==> src/hw/rtl/positional_list_engine_unit_defines.svh <==
// Assertion macros shared by the positional list engine RTL.
`ifndef POSITIONAL_LIST_ENGINE_UNIT_DEFINES_SVH
`define POSITIONAL_LIST_ENGINE_UNIT_DEFINES_SVH

// Check a condition in the same cycle as its trigger.
`define PLE_ASSERT_NOW(label, clk, rst, pre, post) \
   label: assert property (@(posedge clk) disable iff (rst) (pre) |-> (post)) \
      else $error("positional list engine check failed");

// Check a condition in the cycle after its trigger.
`define PLE_ASSERT_NEXT(label, clk, rst, pre, post) \
   label: assert property (@(posedge clk) disable iff (rst) (pre) |=> (post)) \
      else $error("positional list engine check failed");

`endif

==> src/hw/rtl/pleu_pkg.sv <==
// Package with the command, status and control types of the list engine.
`timescale 1ns / 1ps

package pleu_pkg;

   localparam int CMD_W   = 3;
   localparam int POS_W   = 5;
   localparam int VALUE_W = 32;
   localparam int COUNT_W = 5;

   typedef enum logic [CMD_W-1:0] {
      CMD_ADD_FRONT = 3'd0,
      CMD_ADD_REAR  = 3'd1,
      CMD_REM_FRONT = 3'd2,
      CMD_REM_REAR  = 3'd3,
      CMD_INS_AT    = 3'd4,
      CMD_REM_AT    = 3'd5
   } cmd_type;

   typedef enum logic [1:0] {
      ST_OK    = 2'd0,
      ST_UNDER = 2'd1,
      ST_RANGE = 2'd2,
      ST_FULL  = 2'd3
   } status_type;

   // Shift control broadcast from the decoder to every cell.
   typedef struct packed {
      logic       ins;
      logic       rem;
      status_type status;
   } op_ctrl_type;

endpackage

==> src/hw/rtl/pleu_if.sv <==
// Request and response channel interfaces of the list engine.
`timescale 1ns / 1ps

interface pleu_req_if
   import pleu_pkg::*;
   ();
   logic               valid;
   logic               ready;
   logic [CMD_W-1:0]   cmd;
   logic [POS_W-1:0]   position;
   logic [VALUE_W-1:0] value;

   modport source (output valid, output cmd, output position, output value, input ready);
   modport sink   (input valid, input cmd, input position, input value, output ready);
endinterface

interface pleu_rsp_if
   import pleu_pkg::*;
   ();
   logic               valid;
   logic               ready;
   logic [VALUE_W-1:0] removed_value;
   status_type         status;
   logic [COUNT_W-1:0] count_now;

   modport source (output valid, output removed_value, output status, output count_now,
                   input ready);
   modport sink   (input valid, input removed_value, input status, input count_now,
                   output ready);
endinterface

==> src/hw/rtl/pleu_cell.sv <==
// One storage cell of the element chain.
`timescale 1ns / 1ps

module pleu_cell
   import pleu_pkg::*;
#(
   parameter int ELEM_WIDTH = 32,
   parameter int IDX_W      = 4,
   parameter int INDEX      = 0
) (
   input  logic                  clock,
   input  logic                  enable,
   input  op_ctrl_type           ctrl,
   input  logic [IDX_W-1:0]      idx,
   input  logic [ELEM_WIDTH-1:0] new_value,
   input  logic [ELEM_WIDTH-1:0] left_data,
   input  logic [ELEM_WIDTH-1:0] right_data,
   output logic [ELEM_WIDTH-1:0] data,
   output logic [ELEM_WIDTH-1:0] tap
);

   localparam logic [IDX_W-1:0] MY_IDX = IDX_W'(INDEX);

   logic [ELEM_WIDTH-1:0] data_ff;
   logic [ELEM_WIDTH-1:0] data_in;

   always_comb begin
      data_in = data_ff;
      if (ctrl.ins) begin
         if (MY_IDX > idx) begin
            data_in = left_data;
         end else if (MY_IDX == idx) begin
            data_in = new_value;
         end
      end else if (ctrl.rem) begin
         if (MY_IDX >= idx) begin
            data_in = right_data;
         end
      end
   end

   always_ff @(posedge clock) begin
      if (enable) begin
         data_ff <= data_in;
      end
   end

   assign data = data_ff;
   // drive own element onto the removal bus when addressed
   assign tap  = (MY_IDX == idx) ? data_ff : '0;

endmodule

==> src/hw/rtl/pleu_decode.sv <==
// Command decoder: checks the command against the count and picks the shift.
`timescale 1ns / 1ps

module pleu_decode
   import pleu_pkg::*;
#(
   parameter int CAPACITY = 16,
   parameter int IDX_W    = 4,
   parameter int CNT_W    = 5
) (
   input  logic [CMD_W-1:0] cmd,
   input  logic [POS_W-1:0] position,
   input  logic [CNT_W-1:0] count,
   output op_ctrl_type      ctrl,
   output logic [IDX_W-1:0] idx,
   output logic [CNT_W-1:0] count_next
);

   localparam int CMP_W = ((CNT_W > POS_W) ? CNT_W : POS_W) + 1;
   localparam logic [CMP_W-1:0] ONE = CMP_W'(1);

   logic [CMP_W-1:0] pos_w;
   logic [CMP_W-1:0] cnt_w;
   logic [CMP_W-1:0] pos_m1;
   logic [CMP_W-1:0] cnt_m1;
   logic             full;
   logic             empty;

   assign pos_w  = CMP_W'(position);
   assign cnt_w  = CMP_W'(count);
   assign pos_m1 = pos_w - ONE;
   assign cnt_m1 = cnt_w - ONE;
   assign full   = (cnt_w >= CMP_W'(CAPACITY));
   assign empty  = (cnt_w == '0);

   always_comb begin
      ctrl.ins    = 1'b0;
      ctrl.rem    = 1'b0;
      ctrl.status = ST_OK;
      idx         = '0;
      unique case (cmd_type'(cmd))
         CMD_ADD_FRONT: begin
            if (full) ctrl.status = ST_FULL;
            else ctrl.ins = 1'b1;
         end
         CMD_ADD_REAR: begin
            idx = cnt_w[IDX_W-1:0];
            if (full) ctrl.status = ST_FULL;
            else ctrl.ins = 1'b1;
         end
         CMD_REM_FRONT: begin
            if (empty) ctrl.status = ST_UNDER;
            else ctrl.rem = 1'b1;
         end
         CMD_REM_REAR: begin
            idx = cnt_m1[IDX_W-1:0];
            if (empty) ctrl.status = ST_UNDER;
            else ctrl.rem = 1'b1;
         end
         CMD_INS_AT: begin
            idx = pos_m1[IDX_W-1:0];
            if (pos_w < ONE || pos_w > cnt_w + ONE) ctrl.status = ST_RANGE;
            else if (full) ctrl.status = ST_FULL;
            else ctrl.ins = 1'b1;
         end
         CMD_REM_AT: begin
            idx = pos_m1[IDX_W-1:0];
            if (pos_w < ONE || pos_w > cnt_w) ctrl.status = ST_RANGE;
            else ctrl.rem = 1'b1;
         end
         default: begin
            ctrl.status = ST_RANGE;
         end
      endcase
   end

   always_comb begin
      count_next = count;
      if (ctrl.ins) begin
         count_next = count + CNT_W'(1);
      end else if (ctrl.rem) begin
         count_next = count - CNT_W'(1);
      end
   end

endmodule

==> src/hw/rtl/positional_list_engine_unit.sv <==
// Top level of the positional list engine: decoder, cell chain, result register.
`timescale 1ns / 1ps
`include "positional_list_engine_unit_defines.svh"

// Usage
// - req_chan carries one command word (cmd, position, value); rsp_chan returns
//   one result word (removed_value, status, count_now) per command, in order.
// - A command is decoded against the current count in the cycle it is taken;
//   every cell of the chain then holds, loads the new value, or copies its
//   left or right neighbor, all in the same clock edge.
// - Latency: the result word is valid the cycle after the command is taken.
// - Throughput: one command per cycle; the result register is the only
//   stage, and a new command is taken whenever that register is empty or is
//   being drained in the same cycle.
// - The removed element comes off a one-hot bus that every cell drives when
//   its index matches, so it is captured into the result register as the command is taken.
// - When the receiver stalls, the result word holds and req_chan.ready drops
//   until the word is taken; the list does not change meanwhile.
// - Reset clears the element count and the result valid flag; cell contents
//   stay as they are and are only ever read once written.
module positional_list_engine_unit
   import pleu_pkg::*;
#(
   parameter int CAPACITY   = 16,
   parameter int ELEM_WIDTH = 32
) (
   input  logic        clock,
   input  logic        reset,
   pleu_req_if.sink    req_chan,
   pleu_rsp_if.source  rsp_chan
);

   localparam int IDX_W = $clog2(CAPACITY);
   localparam int CNT_W = $clog2(CAPACITY + 1);

   // element count
   logic [CNT_W-1:0] occ_ff;
   logic [CNT_W-1:0] occ_in;

   // result register
   logic               rsp_valid_ff;
   logic               rsp_valid_in;
   logic [VALUE_W-1:0] removed_ff;
   logic [VALUE_W-1:0] removed_in;
   status_type         status_ff;
   logic [COUNT_W-1:0] count_ff;
   logic [COUNT_W-1:0] count_in;

   logic               accept;
   op_ctrl_type        ctrl;
   op_ctrl_type        cell_ctrl;
   logic [IDX_W-1:0]   idx;
   logic [CNT_W-1:0]   count_next;

   logic [ELEM_WIDTH-1:0] new_value;
   logic [63:0]           value_wide;
   logic [63:0]           removed_wide;
   logic [31:0]           count_wide;

   logic [ELEM_WIDTH-1:0] cell_data [CAPACITY];
   logic [ELEM_WIDTH-1:0] cell_tap  [CAPACITY];
   logic [ELEM_WIDTH-1:0] tap_or    [CAPACITY+1];

   // take a word whenever the result slot is free or draining
   assign req_chan.ready = !rsp_valid_ff || rsp_chan.ready;
   assign accept         = req_chan.valid && req_chan.ready;

   pleu_decode #(
      .CAPACITY (CAPACITY),
      .IDX_W    (IDX_W),
      .CNT_W    (CNT_W)
   ) u_decode (
      .cmd        (req_chan.cmd),
      .position   (req_chan.position),
      .count      (occ_ff),
      .ctrl       (ctrl),
      .idx        (idx),
      .count_next (count_next)
   );

   // keep only the low ELEM_WIDTH bits of the incoming value
   assign value_wide = 64'(req_chan.value);
   assign new_value  = value_wide[ELEM_WIDTH-1:0];

   // hold every cell unless a command is actually taken
   always_comb begin
      cell_ctrl     = ctrl;
      cell_ctrl.ins = ctrl.ins && accept;
      cell_ctrl.rem = ctrl.rem && accept;
   end

   assign tap_or[0] = '0;

   for (genvar i = 0; i < CAPACITY; i++) begin : g_cell
      logic [ELEM_WIDTH-1:0] left_data;
      logic [ELEM_WIDTH-1:0] right_data;

      // chain ends feed back their own contents
      if (i == 0) begin : g_first
         assign left_data = cell_data[i];
      end else begin : g_left
         assign left_data = cell_data[i-1];
      end
      if (i == CAPACITY - 1) begin : g_last
         assign right_data = cell_data[i];
      end else begin : g_right
         assign right_data = cell_data[i+1];
      end

      pleu_cell #(
         .ELEM_WIDTH (ELEM_WIDTH),
         .IDX_W      (IDX_W),
         .INDEX      (i)
      ) u_cell (
         .clock      (clock),
         .enable     (accept),
         .ctrl       (cell_ctrl),
         .idx        (idx),
         .new_value  (new_value),
         .left_data  (left_data),
         .right_data (right_data),
         .data       (cell_data[i]),
         .tap        (cell_tap[i])
      );

      assign tap_or[i+1] = tap_or[i] | cell_tap[i];
   end

   // widen or trim the removed element to the result field
   assign removed_wide = 64'(tap_or[CAPACITY]);
   assign count_wide   = 32'(count_next);

   always_comb begin
      occ_in       = occ_ff;
      rsp_valid_in = rsp_valid_ff;
      removed_in   = removed_ff;
      count_in     = count_ff;
      if (accept) begin
         occ_in       = count_next;
         rsp_valid_in = 1'b1;
         removed_in   = ctrl.rem ? removed_wide[VALUE_W-1:0] : '0;
         count_in     = count_wide[COUNT_W-1:0];
      end else if (rsp_chan.ready) begin
         rsp_valid_in = 1'b0;
      end
   end

   always_ff @(posedge clock) begin
      if (reset) begin
         occ_ff       <= '0;
         rsp_valid_ff <= 1'b0;
      end else begin
         occ_ff       <= occ_in;
         rsp_valid_ff <= rsp_valid_in;
      end
   end

   always_ff @(posedge clock) begin
      if (accept) begin
         removed_ff <= removed_in;
         status_ff  <= ctrl.status;
         count_ff   <= count_in;
      end
   end

   assign rsp_chan.valid         = rsp_valid_ff;
   assign rsp_chan.removed_value = removed_ff;
   assign rsp_chan.status        = status_ff;
   assign rsp_chan.count_now     = count_ff;

   // count never passes capacity
   `PLE_ASSERT_NOW(a_occ_bound, clock, reset, 1'b1, occ_ff <= CNT_W'(CAPACITY))
   // a stalled result blocks new commands
   `PLE_ASSERT_NOW(a_stall_blocks, clock, reset, rsp_valid_ff && !rsp_chan.ready,
                   !req_chan.ready)
   // an accepted command always leaves a result word behind
   `PLE_ASSERT_NEXT(a_accept_result, clock, reset, accept, rsp_valid_ff)
   // the list count moves only on an accepted command
   `PLE_ASSERT_NEXT(a_occ_stable, clock, reset, !accept, $stable(occ_ff))
   // an error result never carries a removed element
   `PLE_ASSERT_NOW(a_err_zero, clock, reset, rsp_valid_ff && status_ff != ST_OK,
                   removed_ff == '0)

endmodule
==> src/flat_wrapper.sv <==
// flat-port wrapper written by rule: the top's interface ports become plain ports
module positional_list_engine_unit_flat import pleu_pkg::*;
#(
   parameter int CAPACITY   = 16,
   parameter int ELEM_WIDTH = 32
)
  (clock, reset, req_chan_valid, req_chan_cmd, req_chan_position, req_chan_value, req_chan_ready, rsp_chan_valid, rsp_chan_removed_value, rsp_chan_status, rsp_chan_count_now, rsp_chan_ready);
  pleu_req_if req_chan_i ();
  pleu_rsp_if rsp_chan_i ();
  input  logic clock;
  input  logic reset;
  input wire logic [$bits(req_chan_i.valid)-1:0] req_chan_valid;
  input wire logic [$bits(req_chan_i.cmd)-1:0] req_chan_cmd;
  input wire logic [$bits(req_chan_i.position)-1:0] req_chan_position;
  input wire logic [$bits(req_chan_i.value)-1:0] req_chan_value;
  output wire logic [$bits(req_chan_i.ready)-1:0] req_chan_ready;
  output wire logic [$bits(rsp_chan_i.valid)-1:0] rsp_chan_valid;
  output wire logic [$bits(rsp_chan_i.removed_value)-1:0] rsp_chan_removed_value;
  output wire logic [$bits(rsp_chan_i.status)-1:0] rsp_chan_status;
  output wire logic [$bits(rsp_chan_i.count_now)-1:0] rsp_chan_count_now;
  input wire logic [$bits(rsp_chan_i.ready)-1:0] rsp_chan_ready;
  assign req_chan_i.valid = req_chan_valid;
  assign req_chan_i.cmd = req_chan_cmd;
  assign req_chan_i.position = req_chan_position;
  assign req_chan_i.value = req_chan_value;
  assign req_chan_ready = req_chan_i.ready;
  assign rsp_chan_valid = rsp_chan_i.valid;
  assign rsp_chan_removed_value = rsp_chan_i.removed_value;
  assign rsp_chan_status = rsp_chan_i.status;
  assign rsp_chan_count_now = rsp_chan_i.count_now;
  assign rsp_chan_i.ready = rsp_chan_ready;
  positional_list_engine_unit #(.CAPACITY(CAPACITY), .ELEM_WIDTH(ELEM_WIDTH)) u_core (.clock(clock), .reset(reset), .req_chan(req_chan_i), .rsp_chan(rsp_chan_i));
endmodule
==> config.mk <==
export PLATFORM = sky130hd
export DESIGN_NAME = positional_list_engine_unit_flat
export DESIGN_NICKNAME = d
export VERILOG_FILES = /design/src/hw/rtl/pleu_pkg.sv /design/src/hw/rtl/pleu_if.sv /design/src/hw/rtl/pleu_cell.sv /design/src/hw/rtl/pleu_decode.sv /design/src/hw/rtl/positional_list_engine_unit.sv /design/src/flat_wrapper.sv
export VERILOG_INCLUDE_DIRS = /design/src /design/src/hw/rtl
export SDC_FILE = /design/constraint.sdc
export NUM_CORES = 1
export LEC_CHECK = 0
export BUFFER_PORTS_ARGS = -buffer_cell sky130_fd_sc_hd__buf_2
export CAP_MARGIN = 15
export CORE_ASPECT_RATIO = 1.75
export CORE_MARGIN = 3
export CORE_UTILIZATION = 40
export CTS_CLUSTER_DIAMETER = 50
export DETAILED_ROUTE_END_ITERATION = 8
export SYNTH_ARGS = -nofsm -noshare
export SYNTH_HDL_FRONTEND = slang
export SYNTH_SLANG_ARGS = --single-unit
==> constraint.sdc <==
create_clock -name clock -period 5.02 [get_ports clock]
set_input_delay 1.255 -clock clock [delete_from_list [all_inputs] [get_ports clock]]
set_output_delay 1.255 -clock clock [all_outputs]
set_load 0.005 [all_outputs]
==> report_table.html <==
<table>
<tr><th>Metric</th><th>Value</th></tr>
<tr><th colspan="2">Status</th></tr>
<tr><td>Status</td><td>completed</td></tr>
<tr><th colspan="2">Clock tree</th></tr>
<tr><td>Clock Root Buffer</td><td>clkbuf_16</td></tr>
<tr><td>Post-CTS setup buffer count</td><td>0</td></tr>
<tr><td>CTS Hold Buffers Added</td><td>0</td></tr>
<tr><td>Clock Sink Count</td><td>557</td></tr>
<tr><td>Clock tree from TritonCTS</td><td>built</td></tr>
<tr><td>CTS HTree Levels</td><td>2</td></tr>
<tr><td>Clk slew on worst S/H paths</td><td>70 ps</td></tr>
<tr><td>Insertion delay of the later-clocked pin in the worst-skew pair</td><td>a little over 600 ps</td></tr>
<tr><td>Number of buffers inserted during clock tree synthesis</td><td>53</td></tr>
<tr><td>Post-cts repair resize count</td><td>0</td></tr>
<tr><td>Largest buffer count on any clock path</td><td>3</td></tr>
<tr><th colspan="2">Yosys</th></tr>
<tr><td>Cells after Synth</td><td>about 3000</td></tr>
<tr><td>Post-synth EDFFs</td><td>551</td></tr>
<tr><td>Number of synthesized register bits</td><td>557</td></tr>
<tr><td>Sequential cell area fraction in the yosys report</td><td>0.5404</td></tr>
<tr><td>Fraction of post-synthesis cell area in the top cell type by area</td><td>0.5365</td></tr>
<tr><td>Cell taking the most area after synthesis</td><td>edfxtp_1</td></tr>
<tr><td>Synth Net Count</td><td>between 3000 and 4000</td></tr>
<tr><td>Top area cells in the synthesized netlist</td><td>edfxtp_1 (54%), mux2i_1 (11%), nor2_1 (6.0%)</td></tr>
<tr><td>Warnings, synthesis</td><td>0</td></tr>
<tr><td>Average cell area after synthesis</td><td>10.39 um^2</td></tr>
<tr><td>Netlist area before placement</td><td>30840 um^2</td></tr>
<tr><td>Ys async rst share</td><td>0</td></tr>
<tr><td>Distinct cell type count of the synthesized netlist</td><td>71</td></tr>
<tr><td>Main synth FF type</td><td>edfxtp_1</td></tr>
<tr><th colspan="2">Finish</th></tr>
<tr><td>Net count reported at finish</td><td>3072</td></tr>
<tr><td>Post-synthesis to final-layout area growth</td><td>13.81%</td></tr>
<tr><td>Post-Route Utilization</td><td>0.4601</td></tr>
<tr><td>Final cell count without fillers</td><td>4082</td></tr>
<tr><td>Most common library cell in the layout ignoring fill and taps</td><td>edfxtp_1</td></tr>
<tr><td>Area occupied by multi-input gates</td><td>between 10000 and 15000 um^2</td></tr>
<tr><td>Commonest cells after routing, fill and taps aside</td><td>edfxtp_1 (551), nor2_1 (477), nand2_1 (379)</td></tr>
<tr><td>Total area of sequential cells</td><td>16670 um^2</td></tr>
<tr><td>Design area</td><td>between 30000 and 40000 um^2</td></tr>
<tr><td>Share of final-layout standard cells stronger than drive strength 1</td><td>0.1494</td></tr>
<tr><td>Fill cell instance count of the final layout</td><td>7012</td></tr>
<tr><th colspan="2">Detailed routing</th></tr>
<tr><td>Number of DRC violations after detailed-routing iteration 0</td><td>3397</td></tr>
<tr><td>Total DRC errors in the routed layout</td><td>0</td></tr>
<tr><td>Vias per cell</td><td>6.325</td></tr>
<tr><td>Number of detailed-route iterations in the first pass</td><td>8</td></tr>
<tr><td>Total Wirelength</td><td>117900 um</td></tr>
<tr><td>Via count</td><td>25820</td></tr>
<tr><td>Final ANT Viol Nets</td><td>0</td></tr>
<tr><td>Routed length per placed instance</td><td>28.89 um</td></tr>
<tr><th colspan="2">Global routing</th></tr>
<tr><td>Initial antenna violation count</td><td>5</td></tr>
<tr><td>Total grt overflow</td><td>0</td></tr>
<tr><td>Overall routing resource usage</td><td>0.2807</td></tr>
<tr><td>Wire length of the first global-routing pass</td><td>169300 um</td></tr>
<tr><td>Largest net degree at the start of global routing</td><td>76</td></tr>
<tr><td>Vias in the first global route</td><td>25234</td></tr>
<tr><th colspan="2">STA</th></tr>
<tr><td>Relative max-transition margin</td><td>0.4245</td></tr>
<tr><td>Max-slew violation total from the final report</td><td>0</td></tr>
<tr><td>Setup WS post-layout</td><td>roughly 630 ps</td></tr>
<tr><td>Fmax achieved</td><td>227.7 MHz</td></tr>
<tr><td>Final Hold Viols</td><td>0</td></tr>
<tr><td>Final setup violation count</td><td>0</td></tr>
<tr><td>Minimum period implied by the final worst setup slack</td><td>4392 ps</td></tr>
<tr><td>Unrepaired setup endpoints after global routing</td><td>false</td></tr>
<tr><td>Max Clock Skew</td><td>14.49 ps</td></tr>
<tr><td>Post-route fraction of the period consumed by the critical path</td><td>0.8749</td></tr>
<tr><td>Worst-Margin Slew</td><td>approximately 860 ps</td></tr>
<tr><th colspan="2">Placed design</th></tr>
<tr><td>Final RePlAce weighted congestion</td><td>0.9534</td></tr>
<tr><td>Placement-stage cell area</td><td>33420 um^2</td></tr>
<tr><td>Instance count after placement with tap cells included</td><td>between 3000 and 4000</td></tr>
<tr><td>Count of port buffers added during placement</td><td>84</td></tr>
<tr><td>Post-DP HPWL</td><td>77620 um</td></tr>
<tr><td>Pre-CTS worst setup slack</td><td>190.1 ps</td></tr>
<tr><th colspan="2">Setup path</th></tr>
<tr><td>Required time of the worst setup path</td><td>5270 ps</td></tr>
<tr><td>Kind of start point of the critical path</td><td>flop</td></tr>
<tr><td>Endpoint type of the worst setup path</td><td>flop</td></tr>
<tr><td>Crit Path Class</td><td>flop to flop</td></tr>
<tr><td>CP Data Arrival Time</td><td>4640 ps</td></tr>
<tr><td>Crit-path max FO</td><td>18</td></tr>
<tr><th colspan="2">Die</th></tr>
<tr><td>Die W</td><td>about 220 um</td></tr>
<tr><td>Die height</td><td>about 370 um</td></tr>
<tr><td>Number of rows created at floorplan</td><td>134</td></tr>
<tr><td>Initial cell density of the core</td><td>0.4043</td></tr>
<tr><td>Floorplan core area</td><td>between 70000 and 80000 um^2</td></tr>
<tr><td>I/O pin count</td><td>85</td></tr>
<tr><td>Die area</td><td>80600 um^2</td></tr>
<tr><th colspan="2">Power and ir drop</th></tr>
<tr><td>Static leakage</td><td>about 13 nW</td></tr>
<tr><td>Total power divided by cell area</td><td>364.5 nW/um^2</td></tr>
<tr><td>Peak VDD IR</td><td>0.2387 mV</td></tr>
<tr><th colspan="2">Min path</th></tr>
<tr><td>Worst hold path type</td><td>flop to flop</td></tr>
<tr><th colspan="2">Run</th></tr>
<tr><td># Max-Cap Violations</td><td>0</td></tr>
</table>
[cells by family (layout without fill, tap and decap cells)]
logic type | after synthesis | count (layout) | share of synthesized area
AO/OA/AOI/OAI | 733 | 733 | 0.1507
XOR/XNOR | 8 | 8 | 0.002272
adder cells (fa/ha/maj) | 13 | 13 | 0.005274
buffers and inverters | 270 | 361 | 0.03741
flip-flops | 557 | 557 | 0.5404
multiplexers | 407 | 407 | 0.1355
other | 0 | 3 | 0
AND/OR/NAND/NOR | 980 | 980 | 0.1284
[Yosys cell counts (all sizes together) (8+ instances only)]
| library cell | instances |
|---|---|
| a222oi | 52 |
| nor2 | 498 |
| mux2 | 71 |
| mux2i | 335 |
| buf | 72 |
| a21oi | 344 |
| a22oi | 108 |
| a31oi | 156 |
| o21ai | 13 |
| edfxtp | 551 |
| clkbuf | 187 |
| ha | 13 |
| nor3 | 12 |
| nand2 | 383 |
| and3 | 56 |
| a41oi | 8 |
| inv | 10 |
[worst paths after layout]
check,endpoint,slack [ps],startpoint,cells past startpoint
worst max-delay path,u_core.g_cell[9].u_cell.data[21],630,u_core.occ_ff[0],15
worst min-delay path,u_core.rsp_chan.valid,550,u_core.rsp_chan.valid,2
worst max register to register,u_core.g_cell[9].u_cell.data[21],630,u_core.occ_ff[0],15
worst min register to register,u_core.rsp_chan.valid,550,u_core.rsp_chan.valid,2
[through the flow]
step,total power [W],hold WS [ps],TNS [ps]
2_1_floorplan,0.007503,525.1,-52700
3_3_place_gp,0.008696,502.3,0
3_5_place_dp,0.008760,543.3,0
4_1_cts,0.01279,554.5,0
5_1_grt,0.01318,581.2,0
6_report,0.01280,548.0,0
[power by group]
part / leakage, nW / total, W / switching [W] / internal [W]
sequential: 5.12 / 0.00586 / 0.000282 / 0.00558
clock: 0.811 / 0.00406 / 0.00189 / 0.00217
combinational: 6.86 / 0.00288 / 0.00190 / 0.000976
total: 12.8 / 0.0128 / 0.00407 / 0.00872
[sequential cells by signal, summed over array words and instances, names as in the netlist]
name and cells:
u_core.occ_ff 5, u_core.rsp_chan.status 2, u_core.rsp_chan.count_now 5, u_core.rsp_chan.removed_value 32, u_core.rsp_chan.valid 1, u_core.g_cell.u_cell.data 512
[final cells by class]
type	instances	share of cell area
clock buffer	68	0.04060
multi-input combinational	2141	0.3802
timing repair buffer	251	0.05946
sequential	557	0.4748
antenna	3	0.0002139
inverter	11	0.001176
clock inverter	31	0.007130
tap	1020	0.03636
[worst max-delay path: stages (launching register included)]
cell and delay [ps]:
dfxtp_1 570, inv_1 270, ha_1 410, inv_1 110
ha_1 300, nor2b_1 130, o21a_1 160, o21a_1 170
o21ai_0 180, nand2b_1 170, a21o_1 260, a21o_1 180
buf_4 230, buf_4 230, nor2b_4 180, buf_4 450
[routing by layer]
layer | share of wire | GRT usage | vias to the layer above
met5 | 0.00021 | 0 | -
li1 | - | - | 11171
met1 | 0.35 | 0.3237 | 12523
met3 | 0.082 | 0.04149 | 499
met4 | 0.078 | 0.1859 | 4
met2 | 0.49 | 0.4831 | 1623
(Power assumes the default switching activity.)
